**src/rtl/ccbw_pkg.sv**
```systemverilog
// Shared types and constants for the character cell buffer writer.
// Holds cell packing, action and register codes, and the controller/datapath
// command and status structs. No dependencies.
`default_nettype none

package ccbw_pkg;

  localparam int GLYPH_W  = 16;
  localparam int COLOR_W  = 4;
  localparam int CELL_W   = GLYPH_W + 2 * COLOR_W;
  localparam int ACTION_W = 3;
  localparam int COORD_W  = 8;
  localparam int FW_W     = 8;
  localparam int FH_W     = 6;
  localparam int CFG_IDX_W  = 1;
  localparam int CFG_DATA_W = 8;

  localparam logic [ACTION_W-1:0] ACT_DRAW      = 3'd0;
  localparam logic [ACTION_W-1:0] ACT_DRAW_FG   = 3'd1;
  localparam logic [ACTION_W-1:0] ACT_CLEAR     = 3'd2;
  localparam logic [ACTION_W-1:0] ACT_RECOLOR   = 3'd3;
  localparam logic [ACTION_W-1:0] ACT_READ      = 3'd4;

  localparam logic [CFG_IDX_W-1:0] REG_FRAME_WIDTH  = 1'b0;
  localparam logic [CFG_IDX_W-1:0] REG_FRAME_HEIGHT = 1'b1;

  localparam logic [GLYPH_W-1:0] RESET_GLYPH = 16'h0020;
  localparam logic [COLOR_W-1:0] RESET_TEXT  = 4'hF;
  localparam logic [COLOR_W-1:0] RESET_BACK  = 4'h0;

  // Source of the word written into the cell memory.
  typedef enum logic [2:0] {
    WSEL_INIT,
    WSEL_DRAW,
    WSEL_KEEP_BACK,
    WSEL_RECOLOR
  } wsel_t;

  typedef struct packed {
    logic  load;
    logic  idx_clr;
    logic  idx_inc;
    logic  ram_re;
    logic  ram_we;
    logic  addr_idx;
    wsel_t wsel;
    logic  emit;
    logic  emit_clip;
    logic  emit_read;
  } cmd_t;

  typedef struct packed {
    logic [ACTION_W-1:0] action;
    logic                in_frame;
    logic                idx_last;
    logic                fill_done;
  } sts_t;

  function automatic logic [CELL_W-1:0] pack_cell(input logic [GLYPH_W-1:0] g,
                                                  input logic [COLOR_W-1:0] t,
                                                  input logic [COLOR_W-1:0] b);
    pack_cell = {b, t, g};
  endfunction

endpackage

`default_nettype wire

```
**src/rtl/ccbw_ctrl.sv**
```systemverilog
// Controller state machine of the character cell buffer writer.
// Depends on ccbw_pkg; drives commands to ccbw_datapath from its status.
`default_nettype none

module ccbw_ctrl (
  input  wire logic          clk,
  input  wire logic          rst_n,
  input  wire logic          start,
  input  wire ccbw_pkg::sts_t sts,
  output ccbw_pkg::cmd_t     cmd,
  output logic               busy
);

  import ccbw_pkg::*;

  typedef enum logic [6:0] {
    S_INIT    = 7'b0000001,
    S_IDLE    = 7'b0000010,
    S_DECODE  = 7'b0000100,
    S_CELL_RD = 7'b0001000,
    S_FILL    = 7'b0010000,
    S_RC_RD   = 7'b0100000,
    S_RC_WR   = 7'b1000000
  } state_t;

  state_t state_r, state_nxt;

  always_ff @(posedge clk) begin
    if (!rst_n) begin
      state_r <= S_INIT;
    end else begin
      state_r <= state_nxt;
    end
  end

  assign busy = (state_r != S_IDLE);

  always_comb begin
    cmd       = '0;
    state_nxt = state_r;
    case (state_r)
      // Clearing pass after reset: every cell gets the reset value.
      S_INIT: begin
        cmd.ram_we   = 1'b1;
        cmd.addr_idx = 1'b1;
        cmd.wsel     = WSEL_INIT;
        cmd.idx_inc  = 1'b1;
        if (sts.idx_last) begin
          cmd.idx_inc = 1'b0;
          cmd.idx_clr = 1'b1;
          state_nxt   = S_IDLE;
        end
      end
      S_IDLE: begin
        if (start) begin
          cmd.load  = 1'b1;
          state_nxt = S_DECODE;
        end
      end
      S_DECODE: begin
        case (sts.action)
          ACT_DRAW, ACT_DRAW_FG, ACT_READ: begin
            if (!sts.in_frame) begin
              cmd.emit      = 1'b1;
              cmd.emit_clip = 1'b1;
              state_nxt     = S_IDLE;
            end else if (sts.action == ACT_DRAW) begin
              cmd.ram_we = 1'b1;
              cmd.wsel   = WSEL_DRAW;
              cmd.emit   = 1'b1;
              state_nxt  = S_IDLE;
            end else begin
              cmd.ram_re = 1'b1;
              state_nxt  = S_CELL_RD;
            end
          end
          ACT_CLEAR:   state_nxt = S_FILL;
          ACT_RECOLOR: state_nxt = S_RC_RD;
          default: begin
            cmd.emit  = 1'b1;
            state_nxt = S_IDLE;
          end
        endcase
      end
      S_CELL_RD: begin
        cmd.emit = 1'b1;
        if (sts.action == ACT_DRAW_FG) begin
          cmd.ram_we = 1'b1;
          cmd.wsel   = WSEL_KEEP_BACK;
        end else begin
          cmd.emit_read = 1'b1;
        end
        state_nxt = S_IDLE;
      end
      S_FILL: begin
        if (sts.fill_done) begin
          cmd.idx_clr = 1'b1;
          cmd.emit    = 1'b1;
          state_nxt   = S_IDLE;
        end else begin
          cmd.ram_we   = 1'b1;
          cmd.addr_idx = 1'b1;
          cmd.wsel     = WSEL_DRAW;
          cmd.idx_inc  = 1'b1;
        end
      end
      S_RC_RD: begin
        if (sts.fill_done) begin
          cmd.idx_clr = 1'b1;
          cmd.emit    = 1'b1;
          state_nxt   = S_IDLE;
        end else begin
          cmd.ram_re   = 1'b1;
          cmd.addr_idx = 1'b1;
          state_nxt    = S_RC_WR;
        end
      end
      S_RC_WR: begin
        cmd.ram_we   = 1'b1;
        cmd.addr_idx = 1'b1;
        cmd.wsel     = WSEL_RECOLOR;
        cmd.idx_inc  = 1'b1;
        state_nxt    = S_RC_RD;
      end
      default: begin
        state_nxt = S_INIT;
      end
    endcase
  end

endmodule

`default_nettype wire

```
**config.mk**
```make
export PLATFORM = sky130hd
export DESIGN_NAME = ccbw_ctrl
export DESIGN_NICKNAME = d
export VERILOG_FILES = /design/src/rtl/ccbw_pkg.sv /design/src/rtl/ccbw_ctrl.sv
export SDC_FILE = /design/constraint.sdc
export NUM_CORES = 1
export LEC_CHECK = 0
export BUFFER_PORTS_ARGS = -buffer_cell sky130_fd_sc_hd__buf_4
export CAP_MARGIN = 20
export CORE_MARGIN = 3
export CORE_UTILIZATION = 43
export DETAILED_ROUTE_END_ITERATION = 16
export PLACE_DENSITY = 0.7
export SLEW_MARGIN = 25
export SYNTH_ARGS = -nofsm -noshare
export SYNTH_HDL_FRONTEND = slang
export SYNTH_SLANG_ARGS = --single-unit
```
**constraint.sdc**
```tcl
create_clock -name clk -period 1.9 [get_ports clk]
set_input_delay 0.19 -clock clk [delete_from_list [all_inputs] [get_ports clk]]
set_output_delay 0.19 -clock clk [all_outputs]
set_load 0.1 [all_outputs]
```
==> results of run 1 <==
-- per-layer routing --
metal	GRT usage (%)	wire length (um)	vias to the layer above
met4	15.3	95	0
met2	46.2	1510	58
met5	0	0	-
li1	-	-	415
met3	2.73	194	12
met1	30.3	1000	443
-- cell usage in the layout (no fill, tap or decap), types with 4 or more instances in the layout --
| cell type | netlist | routed |
|---|---|---|
| buf_12 | 0 | 9 |
| nor2b_1 | 6 | 5 |
| nand2_1 | 8 | 5 |
| o21ai_0 | 7 | 6 |
| nand3_1 | 5 | 4 |
| buf_4 | 1 | 27 |
| nor2_1 | 13 | 12 |
| nand4b_1 | 4 | 4 |
| a21oi_1 | 4 | 4 |
| dfxtp_1 | 7 | 4 |
-- power by group --
part	switching [mW]	internal, mW
sequential	0.00727	0.150
clock	0.0725	0.0813
combinational	0.175	0.0973
total	0.255	0.328
-- Yosys cell counts (3+ instances only) --
cell type and count:
clkbuf_1 5, nor3b_1 3, nor2b_1 6, o21ai_0 7
nand2_1 8, nor3_1 5, nand4b_1 4, dfxtp_1 7
inv_1 4, a21oi_1 4, nor2_1 13, nand3_1 5
-- stage by stage --
step	power, mW	setup TNS [ns]	instance area [um2]	util, %
after CTS	0.547	-2.14	1170	82.8
after global placement	0.378	-0.341	1030	73.0
final	0.583	-2.05	1260	89.4
after detailed placement	0.380	-0.468	1030	73.0
after floorplan	0.320	-1.96	796	-
after global routing	0.603	-2.65	1260	89.4
-- cell type report --
| class | instances | area (um2) |
|---|---|---|
| Sequential cell | 7 | 146 |
| Clock buffer | 4 | 26.3 |
| Timing Repair Buffer | 39 | 417 |
| Inverter | 4 | 15.0 |
| Fill cell | 69 | 150 |
| Tap cell | 15 | 18.8 |
| Multi-Input combinational cell | 79 | 642 |
-- what timing repair did --
action                                  in CTS  in global routing
setup buffers                                2                  2
pin swaps                                    4                  4
hold buffers                                 0                  0
gates resized for setup                     25                 19
gates cloned                                 0                  0
endpoints found under the setup margin      12                 12
-- critical path, cell delays in order, from the launching register on --
cell	delay, ns
dfxtp_1	0.31
or4_4	0.57
nor3b_4	0.20
and3b_2	0.24
buf_4	0.13
nand2_4	0.07
nand2_8	0.08
buf_12	0.16
-- final timing paths --
kind                                    to  slack [ns]  cells past startpoint
worst max-delay path                cmd[8]       -0.31                      7
worst min-delay path            state_r[0]        0.24                      2
worst max register to register  state_r[3]        0.11                      7
worst min register to register  state_r[2]        0.76                      3
-- cell families (layout without fill, tap and decap cells) --
kind of cell,count (synthesis),after routing,synth area share [%]
muxes,1,1,1.61
xor gates and xnor gates,2,2,2.50
buffers and inverters,12,47,8.23
other,1,1,0.536
DFF,7,7,20.0
AOI/OAI and AO/OA,19,19,18.2
and+or+nand+nor,56,56,48.8
==> metrics.txt, run 1 <==
status finished with violations; failing checks negative setup slack; CTS buffer count 3; Worst Hold Margin ~0.24 ns; global route total overflow 0; dpl cells 140; r2r startpoint state_r[5]; final setup fails 10; Cell Area, Synth ~700 um2; First-pass DRT Iterations 4; largest net degree at the start of global routing 12; unrepaired setup endpoints after global routing yes; # Max-Cap Violations 0; Req. time, crit path approximately 1.7 ns; Pleak between 0.5 and 0.6 nW; slew of the pin with the lowest slew margin approximately 0.6 ns; Total GRT Usage 26.4%; die extent in x 46.3 um; setup slack after layout -0.312 ns; Netlist cell types 39; Synthesized Nets ~110; Critical Path End Type output port; Max Clock Skew between 0.001 and 0.0015 ns; IO Pins 22; nets 143; ANT nets after route 0; biggest regs state_r x7; routed wire length about 2800 um; site row count 13; total die area approximately 0.0021 mm2; vias a little over 900; Crit. Startpoint state_r[5]; WS Path Type register to output port; root buf cell clkbuf_4; antenna cell count 0; initial drt markers 23; Syn Area/Cell approximately 7.1 um2; Setup WS pre-CTS -0.149 ns; CTS tree yes; Clock Path Buffers 2; DIE HEIGHT about 46 um; number of port buffers 20; min Tclk post-route around 2.2 ns; Largest register FFs 7; H-tree lvl count 1; Post-Syn Instances a little under 100; fmax ~450 MHz; Synth Warn # 0; CTS clk-pin slew, worst paths 0.06 ns; Startpoint Class register; Post-synth EDFFs 0; HP Class input port to register; largest reg by FF count state_r; top-area cell type share of the netlist area 20.0%; vias in the first global route around 800; Hold Vio Cnt, Final 0; core footprint 0.00142 mm2; first-pass GRT wire length ~3900 um; number of remaining DRC errors 0; FF+latch count, synth 7; Area Overhead vs Synth 80.9%; sequential area share after synthesis 20.0%; critical path arrival 2.02 ns; Worst slew margin between 60% and 70%; top post-synthesis cells by area dfxtp_1 20%, nor2_1 7.0%, nor2b_1 5.4%, nand4b_1 5.0%, o21ai_0 5.0%; Sinks on Clock Net 7; vias per cell around 6.3; max-slew violation count 0; top_reg_cell synth dfxtp_1; mean routed wirelength per cell roughly 19 um; initial core utilization roughly 50%; fin crit share 116%; min-delay src rst_n; pwr dens 461 mW/mm2; asr flop ratio synth 0%; worst skew pair latency roughly 0.27 ns; Worst IR Drop VDD approximately 320 uV; non-filler cells, final approximately 150; Final GP Congestion 0.810; area leader, netlist dfxtp_1; share of layout cells above drive strength 1 51.9%; Crit Path Max Fanout 3; initial antenna violation count 0; DPL Wire Length 1560 um
Note: power is estimated with default switching activity, not from simulation.
==> run 2, diff against run 1 <==
--- a/config.mk
+++ b/config.mk
@@ -5,12 +5,13 @@
 export SDC_FILE = /design/constraint.sdc
 export NUM_CORES = 1
 export LEC_CHECK = 0
+export ABC_AREA = 1
 export BUFFER_PORTS_ARGS = -buffer_cell sky130_fd_sc_hd__buf_4
 export CAP_MARGIN = 20
 export CORE_MARGIN = 3
 export CORE_UTILIZATION = 43
 export DETAILED_ROUTE_END_ITERATION = 16
-export PLACE_DENSITY = 0.7
+export PLACE_DENSITY = 0.71
 export SLEW_MARGIN = 25
 export SYNTH_ARGS = -nofsm -noshare
 export SYNTH_HDL_FRONTEND = slang
==> metrics.txt, run 2 <==
FF+latch count, synth 7 (unchanged); crit path max-delay cell type dfxtp_1; site row count 13 (unchanged); core footprint 0.00133 mm2 (-5.7%); critical path arrival 1.58 ns (-0.44 ns); Syn Area/Cell 6.36 um2 (-11%); Largest register FFs 7 (unchanged); largest reg by FF count state_r; CTS buffer count 3 (unchanged); Crit Path Max Fanout 5 (+2); IO Pins 22 (unchanged); share of layout cells above drive strength 1 39.3% (-13 points); global route total overflow 0 (unchanged); first-pass GRT wire length 2500 um (-36%); Final Total Pwr 0.775 mW (+33%); vias in the first global route 623 (-24%); CTS clk-pin slew, worst paths 0.05 ns (about the same); DIE HEIGHT 44.3 um (-4.5%); post-placement cell area 805 um2 (-22%); fin crit share 93.2% (-23 points); initial core utilization 47.2% (-2.2 points); number of port buffers 20 (unchanged); Req. time, crit path 1.71 ns (about the same); pwr dens 912 mW/mm2 (+98%); FF-to-FF End state_r[1]; min-delay src rst_n; Clock Path Buffers 2 (unchanged); H-tree lvl count 1 (unchanged); root buf cell clkbuf_4; r2r startpoint state_r[3]; post-route cell area 850 um2 (-33%); M3 GR Usage 2.44% (-0.30 points); vias 679 (-27%); Max stage delay on crit path 0.38 ns (-0.19 ns); Synthesized Nets 108 (+0.93%); CTS tree yes; asr flop ratio synth 0% (unchanged); Synth Warn # 0 (unchanged); top-area cell type share of the netlist area 22.3% (+2.2 points); Hold Path Stages 2 (unchanged); antenna cell count 0 (unchanged); Sinks on Clock Net 7 (unchanged); reg2reg setup slack 0.64 ns (+0.53 ns); top_reg_cell synth dfxtp_1; sequential area share after synthesis 22.3% (+2.2 points); HP Class input port to register; First-pass DRT Iterations 4 (unchanged); min Tclk post-route 1.77 ns (-0.441 ns); Post-synth EDFFs 0 (unchanged); initial drt markers 11 (-52%); initial antenna violation count 0 (unchanged); most common cell after layout, fill and taps aside nand2_1; WP buf/inv 3 (+1); nets 132 (-7.7%); status completed; Post-CTS Setup Bufs 0 (-2); CP Cell Sequence inv_1 -> nand2_1 -> nor2_4 -> nand3_1 -> inv_1 -> nor3_2 -> nand3_1 -> buf_6; max-slew violation count 0 (unchanged); DPL Wire Length 1270 um (-18%); count leader, synth nand2_1; non-filler cells, final 137 (-7.4%); die extent in x 44.3 um (-4.5%); routed wire length 1580 um (-44%); unrepaired setup endpoints after global routing yes; area leader, netlist dfxtp_1; Final GP Congestion 0.853 (+5.3%); WS Path Type register to output port; Netlist cell types 23 (-41%); hold endpoint state_r[0]; top post-synthesis cells by area dfxtp_1 22%, nand2_1 11%, inv_1 8.9%, nand3_1 8.0%, nor2_1 7.8%; Max Clock Skew 0.00420 ns (+0.00272 ns); Cell Area, Synth 629 um2 (-10%); total die area 0.00196 mm2 (-8.8%); Pleak 0.466 nW (-13%); worst skew pair latency 0.25 ns (-0.02 ns); Worst IR Drop VDD 944 uV (+190%); Total GRT Usage 17.6% (-8.8 points); number of remaining DRC errors 0 (unchanged); Worst Hold Margin 0.145 ns (-0.0965 ns); routing usage on met2 29.1% (-17 points); vias per cell 4.96 (-21%); Hold Vio Cnt, Final 0 (unchanged); # Max-Cap Violations 0 (unchanged); fmax 565 MHz (+25%); most frequent cells after synthesis 19 x nand2_1, 15 x inv_1, 13 x nor2_1, 10 x nand3_1, 7 x dfxtp_1; largest net degree at the start of global routing 8 (-4); Critical Path End Type output port; final setup fails 0 (-10); biggest regs state_r x7; mean routed wirelength per cell 11.5 um (-39%); ANT nets after route 0 (unchanged); Post-Syn Instances 99 (+1.0%); Startpoint Class register; dpl cells 133 (-5.0%); Area Overhead vs Synth 35.0%; GRT busiest layer met2; cell count of the worst reg-to-reg path 10 (+3); critical path's top delay family simple AND/OR/NAND/NOR gates; commonest cells after routing, fill and taps aside 19 x nand2_1, 16 x buf_4, 14 x inv_1, 11 x nor2_1, 10 x nand3_1; met1 Track Usage GR 20.5% (-9.7 points)
run 2: cell count changes after synthesis, sizes merged, moves of 5 or more:
cell	delta
nand3	+7
o21ai	-6
clkbuf	-5
nor2b	-6
nand2	+17
inv	+14
nor2	+6
run 2: where the power goes:
part | internal (mW) | switching (mW)
logic | 0.121 | 0.352
registers | 0.158 | 0.00811
clock network | 0.0802 | 0.0551
run 2: worst max path at each step:
stage | startpoint | end | slack (ns) | depth (start not counted)
after floorplan | state_r[0] | cmd[7] | 0.08 | 7
after global placement | state_r[0] | cmd[7] | 0.39 | 8
after detailed placement | state_r[1] | cmd[7] | 0.37 | 8
after CTS | state_r[1] | cmd[7] | 0.1 | 8
after global routing | state_r[3] | cmd[7] | -0.003 | 8
final | state_r[0] | cmd[7] | 0.13 | 8
run 2: area by class of cell:
cell class,count,area [um2]
inverters,18,70.1
fillers,128,484
repair buffers,20,169
multi-input cells,73,425
flip-flops and latches,7,140
well taps,15,18.8
clock buffers,4,26.3
run 2: what timing repair did:
item,CTS,global route
hold buffers,0,0
resized for setup,0,6
setup endpoints to repair,0,4
run 2: routing by layer:
layer	share of wire, %	up-vias
met5	0	-
met1	43	294
met3	5.4	5
li1	-	354
met4	2.4	0
met2	49	26
run 2: cells by family after synthesis:
family          share of synthesized area [%]
compound gates                           4.57
buf+inv                                  12.3
flops                                    22.3
other cells                             0.596
simple gates                             60.2
run 2: through the flow:
step | setup TNS, ns | setup slack [ns] | utilization, %
2_1_floorplan | 0 | 0.0760 | -
3_3_place_gp | 0 | 0.393 | 60.3
3_5_place_dp | 0 | 0.372 | 60.3
4_1_cts | 0 | 0.0985 | 62.3
5_1_grt | -0.00573 | -0.00282 | 63.7
6_report | 0 | 0.129 | 63.7
==> run 3, diff against run 2 <==
--- a/config.mk
+++ b/config.mk
@@ -8,10 +8,12 @@
 export ABC_AREA = 1
 export BUFFER_PORTS_ARGS = -buffer_cell sky130_fd_sc_hd__buf_4
 export CAP_MARGIN = 20
-export CORE_MARGIN = 3
+export CORE_MARGIN = 4
 export CORE_UTILIZATION = 43
 export DETAILED_ROUTE_END_ITERATION = 16
 export PLACE_DENSITY = 0.71
+export RECOVER_POWER = 25
+export SETUP_SLACK_MARGIN = 0.3
 export SLEW_MARGIN = 25
 export SYNTH_ARGS = -nofsm -noshare
 export SYNTH_HDL_FRONTEND = slang
==> metrics.txt, run 3 (synthesis results as in run 2) <==
status completed; max-slew violation count 0 (unchanged); core footprint 0.00133 mm2 (unchanged); multi-input logic area 498 um2 (+17%); site row count 13 (unchanged); Hold Path Stages 2 (unchanged); sequential share of power 19.1% (-2.4 points); WS Path Type register to output port; initial antenna violation count 0 (unchanged); total die area 0.00214 mm2 (+9.2%); largest net degree at the start of global routing 7 (-1); global route total overflow 0 (unchanged); vias 783 (+15%); Req. time, crit path 1.71 ns (about the same); min Tclk post-route 1.76 ns (-0.00621 ns); Final Total Pwr 0.916 mW (+18%); CTS buffer count 3 (unchanged); root buf cell clkbuf_4; final setup fails 0 (unchanged); antenna cell count 0 (unchanged); Total GRT Usage 24.8% (+7.2 points); Gate power share 66.0% (+4.9 points); Critical Path End Type output port; Clock Path Buffers 2 (unchanged); cell count of the worst reg-to-reg path 11 (+1); most common cell after layout, fill and taps aside buf_4; internal power 0.444 mW (+24%); nets 139 (+5.3%); share of layout cells above drive strength 1 62.0% (+23 points); Final GP Congestion 0.833 (-2.3%); reg2reg setup slack 0.53 ns (-0.11 ns); unrepaired setup endpoints after global routing yes; worst skew pair latency 0.25 ns (about the same); biggest regs state_r x7; Max Clock Skew 0.00445 ns (+0.000249 ns); clock power share 14.9% (-2.6 points); DPL Wire Length 1370 um (+7.7%); post-route cell area 0.00111 mm2 (+31%); DIE HEIGHT 46.3 um (+4.5%); First-pass DRT Iterations 4 (unchanged); fin crit share 92.9% (-0.33 points); hold endpoint state_r[0]; vias in the first global route 773 (+24%); CTS tree yes; Sw Ratio 51.5% (-2.2 points); mean routed wirelength per cell 16.1 um (+40%); Area Overhead vs Synth 76.5%; fill cell count 79 (-38%); H-tree lvl count 1 (unchanged); routed wire length 2320 um (+47%); commonest cells after routing, fill and taps aside 15 x buf_4, 11 x nand2_1, 11 x buf_12, 9 x inv_1, 9 x nor2_1; initial drt markers 29 (+18); Worst IR Drop VDD 679 uV (-28%); largest reg by FF count state_r; critical path arrival 1.57 ns (about the same); FF-to-FF End state_r[1]; r2r startpoint state_r[1]; P_sw 0.471 mW (+13%); initial core utilization 47.2% (unchanged); min-delay src rst_n; Max stage delay on crit path 0.33 ns (-0.05 ns); Crit Path Max Fanout 5 (unchanged); cell mode on critical path inv_2; number of port buffers 20 (unchanged); HP Class input port to register; Sinks on Clock Net 7 (unchanged); post-placement cell area 831 um2 (+3.3%); Startpoint Class register; pwr dens 824 mW/mm2 (-9.6%); Pleak 0.547 nW (+17%); hold buffer count at CTS 0 (unchanged); crit path max-delay cell type dfxtp_2; number of remaining DRC errors 0 (unchanged); CP Cell Sequence inv_2 -> nand2_4 -> nor2_4 -> nand4_1 -> inv_2 -> nor3_4 -> nand3_2 -> buf_12; vias per cell 5.44 (+9.7%); Largest register FFs 7 (unchanged); ANT nets after route 0 (unchanged); die extent in x 46.3 um (+4.5%); fmax 567 MHz (+0.35%); IO Pins 22 (unchanged); Worst Hold Margin 0.148 ns (+0.00329 ns); CTS clk-pin slew, worst paths 0.05 ns (about the same); Hold Vio Cnt, Final 0 (unchanged); # Max-Cap Violations 0 (unchanged); FF+latch area 150 um2 (+7.1%); first-pass GRT wire length 3540 um (+42%)
run 3: layout make-up:
type,count,share of cell area (%)
flip-flops and latches,7,13.5
inverters,18,6.31
clock buffers,4,2.36
multi-input cells,73,44.8
repair buffers,27,31.3
well taps,15,1.69
run 3: worst max path at each step:
stage	startpoint	end	cells past startpoint
2_1_floorplan	state_r[1]	cmd[3]	7
3_3_place_gp	state_r[0]	cmd[7]	8
3_5_place_dp	state_r[0]	cmd[7]	8
4_1_cts	state_r[0]	cmd[7]	8
5_1_grt	state_r[3]	cmd[7]	8
6_report	state_r[3]	cmd[7]	8
run 3: metal layers:
metal  GRT usage, %  share of wire, %  vias up
met1           25.6                34      360
met3           5.08               6.1       14
met5              0                 0        -
li1               -                 -      370
met4           17.6               6.8        0
met2           43.4                53       39
run 3: worst max-delay path: cells and delay by family (launching register included):
family                 cells  cell delay, ns
and+or+nand+nor            5            0.59
DFF                        1            0.33
buffers and inverters      3            0.40
run 3: power groups by stage:
stage	clock network (mW)	logic [mW]	registers [mW]
2_1_floorplan	0	0.382	0.168
3_3_place_gp	0	0.459	0.169
3_5_place_dp	0	0.465	0.170
4_1_cts	0.141	0.582	0.169
5_1_grt	0.151	0.635	0.176
6_report	0.136	0.604	0.175
run 3: through the flow:
| step | setup slack [ns] | util (%) | cells | TNS, ns |
|---|---|---|---|---|
| finish | 0.135 | 83.3 | 144 | 0 |
| detailed placement | 0.336 | 62.3 | 133 | 0 |
| CTS | 0.179 | 78.3 | 140 | 0 |
| global route | -0.00778 | 83.3 | 144 | -0.00778 |
| global placement | 0.369 | 62.3 | 133 | 0 |
| floorplan | 0.181 | - | 99 | 0 |
run 3: what timing repair did:
item,4_1_cts,5_1_grt
pin swaps,7,9
setup endpoints to repair,11,12
hold endpoints to repair,0,0
setup buffers,3,4
gates resized for setup,47,15
